--- src/acpu_pkg.sv ---
package acpu_pkg;

    localparam int MEM_DEPTH = 65536;

    localparam logic [15:0] STACK_PAGE = 16'hFF00;
    localparam logic [15:0] SP_CELL    = 16'hFFFF;

    // Item modes
    localparam logic [1:0] MODE_LOAD = 2'd0;
    localparam logic [1:0] MODE_EXEC = 2'd1;
    localparam logic [1:0] MODE_READ = 2'd2;

    // Opcodes
    localparam logic [7:0] OP_NOP     = 8'h00;
    localparam logic [7:0] OP_NOP_ALT = 8'h01;
    localparam logic [7:0] OP_OUT     = 8'h02;
    localparam logic [7:0] OP_CLC     = 8'h03;
    localparam logic [7:0] OP_SEC     = 8'h04;
    localparam logic [7:0] OP_SHL     = 8'h05;
    localparam logic [7:0] OP_ROL     = 8'h06;
    localparam logic [7:0] OP_SHR     = 8'h07;
    localparam logic [7:0] OP_ROR     = 8'h08;
    localparam logic [7:0] OP_INP     = 8'h0A;
    localparam logic [7:0] OP_NOT     = 8'h0B;
    localparam logic [7:0] OP_INC     = 8'h0C;
    localparam logic [7:0] OP_DEC     = 8'h0D;
    localparam logic [7:0] OP_LDI     = 8'h0E;
    localparam logic [7:0] OP_ALUI_LO = 8'h0F;
    localparam logic [7:0] OP_ALUI_HI = 8'h13;
    localparam logic [7:0] OP_JMP     = 8'h14;
    localparam logic [7:0] OP_LDA     = 8'h15;
    localparam logic [7:0] OP_STA     = 8'h16;
    localparam logic [7:0] OP_ALUA_LO = 8'h17;
    localparam logic [7:0] OP_ALUA_HI = 8'h1B;
    localparam logic [7:0] OP_JMPI    = 8'h1C;
    localparam logic [7:0] OP_LDP     = 8'h1D;
    localparam logic [7:0] OP_STP     = 8'h1E;
    localparam logic [7:0] OP_ALUP_LO = 8'h1F;
    localparam logic [7:0] OP_ALUP_HI = 8'h23;
    localparam logic [7:0] OP_CLB     = 8'h24;
    localparam logic [7:0] OP_MODB_HI = 8'h2B;
    localparam logic [7:0] OP_CLW     = 8'h2C;
    localparam logic [7:0] OP_MODW_HI = 8'h33;
    localparam logic [7:0] OP_LDS     = 8'h34;
    localparam logic [7:0] OP_STS     = 8'h35;
    localparam logic [7:0] OP_PUSH    = 8'h36;
    localparam logic [7:0] OP_POP     = 8'h37;
    localparam logic [7:0] OP_CALL    = 8'h38;
    localparam logic [7:0] OP_RET     = 8'h39;
    localparam logic [7:0] OP_BNE     = 8'h3A;
    localparam logic [7:0] OP_BEQ     = 8'h3B;
    localparam logic [7:0] OP_BCC     = 8'h3C;
    localparam logic [7:0] OP_BCS     = 8'h3D;
    localparam logic [7:0] OP_BPL     = 8'h3E;
    localparam logic [7:0] OP_BMI     = 8'h3F;

    // Memory address select
    localparam logic [2:0] A_PC     = 3'd0;
    localparam logic [2:0] A_T      = 3'd1;
    localparam logic [2:0] A_T1     = 3'd2;
    localparam logic [2:0] A_SPC    = 3'd3;
    localparam logic [2:0] A_STK    = 3'd4;
    localparam logic [2:0] A_STKOFF = 3'd5;
    localparam logic [2:0] A_IN     = 3'd6;
    localparam logic [2:0] A_CLR    = 3'd7;

    // Memory write data select
    localparam logic [3:0] W_IN    = 4'd0;
    localparam logic [3:0] W_ACC   = 4'd1;
    localparam logic [3:0] W_ZERO  = 4'd2;
    localparam logic [3:0] W_RLO   = 4'd3;
    localparam logic [3:0] W_RHI   = 4'd4;
    localparam logic [3:0] W_PCLO  = 4'd5;
    localparam logic [3:0] W_PCHI  = 4'd6;
    localparam logic [3:0] W_SPDEC = 4'd7;
    localparam logic [3:0] W_SPINC = 4'd8;

    typedef struct packed {
        logic [2:0] asel;
        logic       we;
        logic [3:0] wsel;
        logic       ld_in;
        logic       pc_inc;
        logic       ld_op;
        logic       ld_lo;
        logic       ld_hi;
        logic       ld_dat;
        logic       ld_sp;
        logic       sp_dec;
        logic       sp_inc;
        logic       ld_rd;
        logic       exec;
        logic       wexec;
        logic       set_halt;
        logic       clr_inc;
    } cmd_t;

    typedef struct packed {
        logic [7:0] op;
        logic [7:0] q;
        logic       halt;
        logic       clr_last;
    } stat_t;

endpackage

--- src/acpu_ctrl.sv ---
module acpu_ctrl (
    input  logic           clk,
    input  logic           rst_n,
    input  logic           start,
    input  logic [1:0]     mode,
    input  acpu_pkg::stat_t stat,
    output acpu_pkg::cmd_t  cmd,
    output logic           busy,
    output logic           done
);
    import acpu_pkg::*;

    localparam logic [5:0] S_IDLE  = 6'd0;
    localparam logic [5:0] S_CLEAR = 6'd1;
    localparam logic [5:0] S_FETCH = 6'd2;
    localparam logic [5:0] S_DEC   = 6'd3;
    localparam logic [5:0] S_IMM   = 6'd4;
    localparam logic [5:0] S_A0    = 6'd5;
    localparam logic [5:0] S_A1    = 6'd6;
    localparam logic [5:0] S_A2    = 6'd7;
    localparam logic [5:0] S_P0    = 6'd8;
    localparam logic [5:0] S_P1    = 6'd9;
    localparam logic [5:0] S_P2    = 6'd10;
    localparam logic [5:0] S_RD    = 6'd11;
    localparam logic [5:0] S_WT    = 6'd12;
    localparam logic [5:0] S_R0    = 6'd13;
    localparam logic [5:0] S_R1    = 6'd14;
    localparam logic [5:0] S_WL    = 6'd15;
    localparam logic [5:0] S_WH    = 6'd16;
    localparam logic [5:0] S_S0    = 6'd17;
    localparam logic [5:0] S_S1    = 6'd18;
    localparam logic [5:0] S_PU    = 6'd19;
    localparam logic [5:0] S_PD    = 6'd20;
    localparam logic [5:0] S_PU2   = 6'd21;
    localparam logic [5:0] S_PD2   = 6'd22;
    localparam logic [5:0] S_PO    = 6'd23;
    localparam logic [5:0] S_PR    = 6'd24;
    localparam logic [5:0] S_PO2   = 6'd25;
    localparam logic [5:0] S_PR2   = 6'd26;
    localparam logic [5:0] S_SR    = 6'd27;
    localparam logic [5:0] S_SW    = 6'd28;
    localparam logic [5:0] S_EX    = 6'd29;
    localparam logic [5:0] S_FIN   = 6'd30;
    localparam logic [5:0] S_MW    = 6'd31;
    localparam logic [5:0] S_MR    = 6'd32;
    localparam logic [5:0] S_MRD   = 6'd33;

    logic [5:0] state_reg;
    logic [5:0] state_next;

    always_ff @(posedge clk or negedge rst_n)
    begin
        if (!rst_n)
        begin
            state_reg <= S_CLEAR;
        end
        else
        begin
            state_reg <= state_next;
        end
    end

    always_comb
    begin
        state_next = state_reg;
        cmd        = '0;
        unique case (state_reg)
            S_IDLE:
            begin
                if (start)
                begin
                    cmd.ld_in = 1'b1;
                    case (mode)
                        MODE_LOAD: state_next = S_MW;
                        MODE_EXEC: state_next = stat.halt ? S_FIN : S_FETCH;
                        MODE_READ: state_next = S_MR;
                        default:   state_next = S_FIN;
                    endcase
                end
            end
            S_CLEAR:
            begin
                cmd.asel    = A_CLR;
                cmd.we      = 1'b1;
                cmd.wsel    = W_ZERO;
                cmd.clr_inc = 1'b1;
                if (stat.clr_last)
                begin
                    state_next = S_IDLE;
                end
            end
            S_FETCH:
            begin
                cmd.asel   = A_PC;
                cmd.pc_inc = 1'b1;
                state_next = S_DEC;
            end
            S_DEC:
            begin
                cmd.ld_op = 1'b1;
                // route on the opcode straight from memory
                unique case (stat.q) inside
                    [OP_NOP:OP_ROR], [OP_INP:OP_DEC]:        state_next = S_EX;
                    [OP_LDI:OP_ALUI_HI], OP_LDS, OP_STS:     state_next = S_IMM;
                    OP_PUSH, OP_POP, OP_RET:                 state_next = S_S0;
                    [OP_JMP:OP_MODW_HI], OP_CALL, [OP_BNE:OP_BMI]:
                        state_next = S_A0;
                    default:
                    begin
                        cmd.set_halt = 1'b1;
                        state_next   = S_FIN;
                    end
                endcase
            end
            S_IMM:
            begin
                cmd.asel   = A_PC;
                cmd.pc_inc = 1'b1;
                state_next = ((stat.op == OP_LDS) || (stat.op == OP_STS)) ? S_S0 : S_EX;
            end
            S_A0:
            begin
                cmd.asel   = A_PC;
                cmd.pc_inc = 1'b1;
                state_next = S_A1;
            end
            S_A1:
            begin
                cmd.asel   = A_PC;
                cmd.pc_inc = 1'b1;
                cmd.ld_lo  = 1'b1;
                state_next = S_A2;
            end
            S_A2:
            begin
                cmd.ld_hi = 1'b1;
                unique case (stat.op) inside
                    OP_JMP, [OP_BNE:OP_BMI]:  state_next = S_EX;
                    OP_CALL:                  state_next = S_S0;
                    OP_STA:                   state_next = S_WT;
                    [OP_JMPI:OP_ALUP_HI]:     state_next = S_P0;
                    [OP_CLW:OP_MODW_HI]:      state_next = S_R0;
                    default:                  state_next = S_RD;
                endcase
            end
            S_P0:
            begin
                cmd.asel   = A_T;
                state_next = S_P1;
            end
            S_P1:
            begin
                cmd.asel   = A_T1;
                cmd.ld_lo  = 1'b1;
                state_next = S_P2;
            end
            S_P2:
            begin
                cmd.ld_hi = 1'b1;
                unique case (stat.op)
                    OP_JMPI: state_next = S_EX;
                    OP_STP:  state_next = S_WT;
                    default: state_next = S_RD;
                endcase
            end
            S_RD:
            begin
                cmd.asel   = A_T;
                state_next = S_EX;
            end
            S_WT:
            begin
                cmd.asel   = A_T;
                cmd.we     = 1'b1;
                cmd.wsel   = W_ACC;
                state_next = S_FIN;
            end
            S_R0:
            begin
                cmd.asel   = A_T;
                state_next = S_R1;
            end
            S_R1:
            begin
                cmd.asel   = A_T1;
                cmd.ld_dat = 1'b1;
                state_next = S_WL;
            end
            S_WL:
            begin
                cmd.asel   = A_T;
                cmd.we     = 1'b1;
                cmd.wsel   = W_RLO;
                cmd.wexec  = 1'b1;
                state_next = S_WH;
            end
            S_WH:
            begin
                cmd.asel   = A_T1;
                cmd.we     = 1'b1;
                cmd.wsel   = W_RHI;
                state_next = S_FIN;
            end
            S_S0:
            begin
                cmd.asel   = A_SPC;
                cmd.ld_dat = 1'b1;
                state_next = S_S1;
            end
            S_S1:
            begin
                cmd.ld_sp = 1'b1;
                unique case (stat.op)
                    OP_PUSH, OP_CALL: state_next = S_PU;
                    OP_POP, OP_RET:   state_next = S_PO;
                    OP_LDS:           state_next = S_SR;
                    default:          state_next = S_SW;
                endcase
            end
            S_PU:
            begin
                cmd.asel   = A_STK;
                cmd.we     = 1'b1;
                cmd.wsel   = (stat.op == OP_PUSH) ? W_ACC : W_PCLO;
                state_next = S_PD;
            end
            S_PD:
            begin
                cmd.asel   = A_SPC;
                cmd.we     = 1'b1;
                cmd.wsel   = W_SPDEC;
                cmd.sp_dec = 1'b1;
                state_next = (stat.op == OP_PUSH) ? S_FIN : S_PU2;
            end
            S_PU2:
            begin
                cmd.asel   = A_STK;
                cmd.we     = 1'b1;
                cmd.wsel   = W_PCHI;
                state_next = S_PD2;
            end
            S_PD2:
            begin
                cmd.asel   = A_SPC;
                cmd.we     = 1'b1;
                cmd.wsel   = W_SPDEC;
                cmd.sp_dec = 1'b1;
                state_next = S_EX;
            end
            S_PO:
            begin
                cmd.asel   = A_SPC;
                cmd.we     = 1'b1;
                cmd.wsel   = W_SPINC;
                cmd.sp_inc = 1'b1;
                state_next = S_PR;
            end
            S_PR:
            begin
                cmd.asel   = A_STK;
                state_next = (stat.op == OP_RET) ? S_PO2 : S_EX;
            end
            S_PO2:
            begin
                // hold the high byte of the return address
                cmd.ld_dat = 1'b1;
                cmd.asel   = A_SPC;
                cmd.we     = 1'b1;
                cmd.wsel   = W_SPINC;
                cmd.sp_inc = 1'b1;
                state_next = S_PR2;
            end
            S_PR2:
            begin
                cmd.asel   = A_STK;
                state_next = S_EX;
            end
            S_SR:
            begin
                cmd.asel   = A_STKOFF;
                state_next = S_EX;
            end
            S_SW:
            begin
                cmd.asel   = A_STKOFF;
                cmd.we     = 1'b1;
                cmd.wsel   = W_ACC;
                state_next = S_FIN;
            end
            S_EX:
            begin
                cmd.exec = 1'b1;
                if ((stat.op >= OP_CLB) && (stat.op <= OP_MODB_HI))
                begin
                    cmd.asel = A_T;
                    cmd.we   = 1'b1;
                    cmd.wsel = W_RLO;
                end
                state_next = S_FIN;
            end
            S_FIN:
            begin
                state_next = S_IDLE;
            end
            S_MW:
            begin
                cmd.asel   = A_IN;
                cmd.we     = 1'b1;
                cmd.wsel   = W_IN;
                state_next = S_FIN;
            end
            S_MR:
            begin
                cmd.asel   = A_IN;
                state_next = S_MRD;
            end
            S_MRD:
            begin
                cmd.ld_rd  = 1'b1;
                state_next = S_FIN;
            end
            default:
            begin
                state_next = S_IDLE;
            end
        endcase
    end

    assign busy = (state_reg != S_IDLE);
    assign done = (state_reg == S_FIN);

endmodule

--- config.mk ---
export PLATFORM = sky130hd
export DESIGN_NAME = acpu_ctrl
export DESIGN_NICKNAME = d
export VERILOG_FILES = /design/src/acpu_pkg.sv /design/src/acpu_ctrl.sv
export SDC_FILE = /design/constraint.sdc
export NUM_CORES = 1
export LEC_CHECK = 0
export CAP_MARGIN = 5
export CORE_ASPECT_RATIO = 2
export CORE_MARGIN = 4
export CORE_UTILIZATION = 32
export CTS_CLUSTER_DIAMETER = 40
export CTS_CLUSTER_SIZE = 14
export DETAILED_ROUTE_END_ITERATION = 6
export DONT_BUFFER_PORTS = 1
export GPL_ROUTABILITY_DRIVEN = 0
export GPL_TIMING_DRIVEN = 1
export PLACE_DENSITY_LB_ADDON = 0.3
export SLEW_MARGIN = 40
export SYNTH_ARGS = -nofsm -noshare
export SYNTH_HDL_FRONTEND = slang
export SYNTH_SLANG_ARGS = --single-unit
--- constraint.sdc ---
create_clock -name clk -period 2.4 [get_ports clk]
set_input_delay 0.24 -clock clk [delete_from_list [all_inputs] [get_ports clk]]
set_output_delay 0.24 -clock clk [all_outputs]
set_load 0.02 [all_outputs]
==> reports/metrics.cfg <==
[critical_path]
cp-start-kind=flip-flop
worstPathArrival_ns=2.00
critPathKind=reg -> out
end_kind=output port
cp_data_required_time_ns=2.16
crit_fanout=19

[floorplanning]
core_um2=4600
start_util_pct=33.3
ioPinCount=47
die_x_um=56.9
die_h_um=106
die-area_um2=6020
rows=35

[global_routing]
grt_pass1_vias=2022
grt_first_pass_wirelength_um=9400
antenna_found_initial=0
grt_max_degree=32
track_usage_pct=19.3
grt_overflow_total=0

[synth]
synth_warnings=0
syn_area_per_cell_um2=6.43
netlist_area_um2=1530
synth.distinct_cells=51
ys_seq_elements=6
yosysSeqAreaShare_pct=9.89
synth-edff-count=0
synthFlopType=dfrtp_1
synthArstFlopShare_pct=100
syn_nets=261
syn-instance-count=238

[sta]
finalCritPeriodShare_pct=93.3
hold_ws_ns=0.196
grt_setup_unrepaired=no
clock-skew-final_ns=0.00247
hold_viol=0
relSlewSlack_pct=53.5
fin_ws_ns=0.162
tightest_slew_ns=0.696
period_needed_ns=2.24
setup-tns-final_ns=0
fmax_ghz=0.447
slew_viol_final=0
setup_viol=0

[place]
place_area_um2=1730
hpwl_um=4720
io_buffers=0
post-place-ws_ns=0.366

[pwr]
p_leak_nw=0.672
vdd_drop_max_v=0.000716
finalPower_mw=2.57
power_density_nw_per_um2=1440

[drt]
drt_iter0_markers=94
drc=0
ant_nets=0
vias=1990
viasPerCell=6.52
wl_um=5850
avgRoutedWirePerCell_um=19.2
drt-pass1-iter-count=4

[clock_tree]
path_clk_slew_ns=0.04
cts_root_buffer=clkbuf_8
post_cts_buffers=0
insertion_delay_ns=0.23
cts-htree-levels=1
cts_buffer_depth=2
cts_tree=done
cts.sinks=6
cts_inserted_buffers=3

[flow_run]
drv_cap=0

[worst_hold_path]
hold_path.class=in -> reg

[layout]
largest_register_ffs=6
drive_gt1_share_pct=16.4
nNetsFinal=274
fin_area_um2=1790
mostFrequentLayoutCells=29 x buf_4, 19 x nor2_1, 16 x a21oi_1
diodes=0
fillers=507
final_common_cell=buf_4
syn_to_final_growth_pct=17.1

[status]
status=complete, no violations

critical path, stage by stage, from the launching register on:
cell,delay [ns]
dfrtp_1,0.40
buf_4,0.21
inv_1,0.11
nand2_1,0.08
nor3_1,0.19
o2111ai_1,0.24
o221ai_1,0.34
buf_4,0.20
final timing paths:
check                      cells after the start                startpoint                  endpoint  slack, ns
max                                            7  state_reg[1]$_DFFE_PN0P_                   cmd[15]       0.16
min in group asynchronous                      1                     rst_n  state_reg[4]$_DFFE_PN0P_       0.33
min reg2reg                                    2  state_reg[0]$_DFFE_PN1P_  state_reg[0]$_DFFE_PN1P_       0.82
min                                            2                   stat[0]  state_reg[0]$_DFFE_PN1P_       0.20
max reg2reg                                    6  state_reg[0]$_DFFE_PN1P_  state_reg[0]$_DFFE_PN1P_       0.38
max in group asynchronous                      1                     rst_n  state_reg[0]$_DFFE_PN1P_       1.79
timing repair:
action	in CTS	in global routing
resized for setup	0	1
hold endpoints to repair	6	0
hold buffers	1	0
endpoints found under the setup margin	0	1
metal layers:
| metal | track usage (%) | routed length (um) |
|---|---|---|
| met4 | 13.6 | 350 |
| met1 | 19.0 | 1980 |
| met5 | 0 | 0 |
| met3 | 3.19 | 360 |
| met2 | 34.9 | 3160 |
area by class of cell:
| cell class | count | area (um^2) | share of cell area (%) |
|---|---|---|---|
| Clock buffer | 4 | 45.0 | 2.51 |
| Inverter | 7 | 26.3 | 1.47 |
| Multi-Input combinational cell | 203 | 1270 | 71.0 |
| Sequential cell | 6 | 151 | 8.45 |
| Tap cell | 55 | 68.8 | 3.84 |
| Timing Repair Buffer | 30 | 228 | 12.7 |
metrics by stage:
| stage | instances | util [%] |
|---|---|---|
| after global placement | 300 | 37.7 |
| after detailed placement | 300 | 37.7 |
| after CTS | 305 | 38.9 |
| final | 305 | 39.0 |
| after floorplan | 238 | - |
| after global routing | 305 | 39.0 |
cells by family after synthesis:
| kind of cell | Yosys count | synth area share, % |
|---|---|---|
| and+or+nand+nor | 109 | 39.9 |
| buffers and inverters | 29 | 7.11 |
| DFF | 6 | 9.89 |
| xor gates and xnor gates | 5 | 2.86 |
| AOI/OAI and AO/OA | 87 | 38.9 |
| muxes | 2 | 1.31 |
synth_stat cells (3+ instances only):
| cell type | number | area [um^2] |
|---|---|---|
| nand3_1 | 11 | 55.1 |
| o211ai_1 | 6 | 45.0 |
| nor2_1 | 19 | 71.3 |
| nand2_1 | 14 | 52.6 |
| xnor2_1 | 3 | 26.3 |
| nand2b_1 | 9 | 56.3 |
| nor4_1 | 5 | 31.3 |
| nor3b_1 | 3 | 22.5 |
| inv_1 | 6 | 22.5 |
| a41oi_1 | 4 | 35.0 |
| o21ai_0 | 14 | 70.1 |
| and3_1 | 5 | 31.3 |
| a32oi_1 | 3 | 26.3 |
| a21oi_1 | 16 | 80.1 |
| a22oi_1 | 5 | 37.5 |
| clkbuf_1 | 20 | 75.1 |
| dfrtp_1 | 5 | 125 |
| or2_2 | 4 | 25.0 |
| o22ai_1 | 5 | 31.3 |
| nor2b_1 | 11 | 68.8 |
| o32a_1 | 4 | 40.0 |
| a31oi_1 | 9 | 56.3 |
| a21o_1 | 4 | 30.0 |
| nor3_1 | 14 | 70.1 |
| nand3b_1 | 3 | 22.5 |
power breakdown:
group | switching, mW | internal (mW) | leakage (nW) | total (mW)
logic | 1.35 | 0.854 | 0.579 | 2.20
clock network | 0.0480 | 0.115 | 0.0228 | 0.163
registers | 0.0490 | 0.161 | 0.0708 | 0.210
Note: power is estimated with default switching activity, not from simulation.
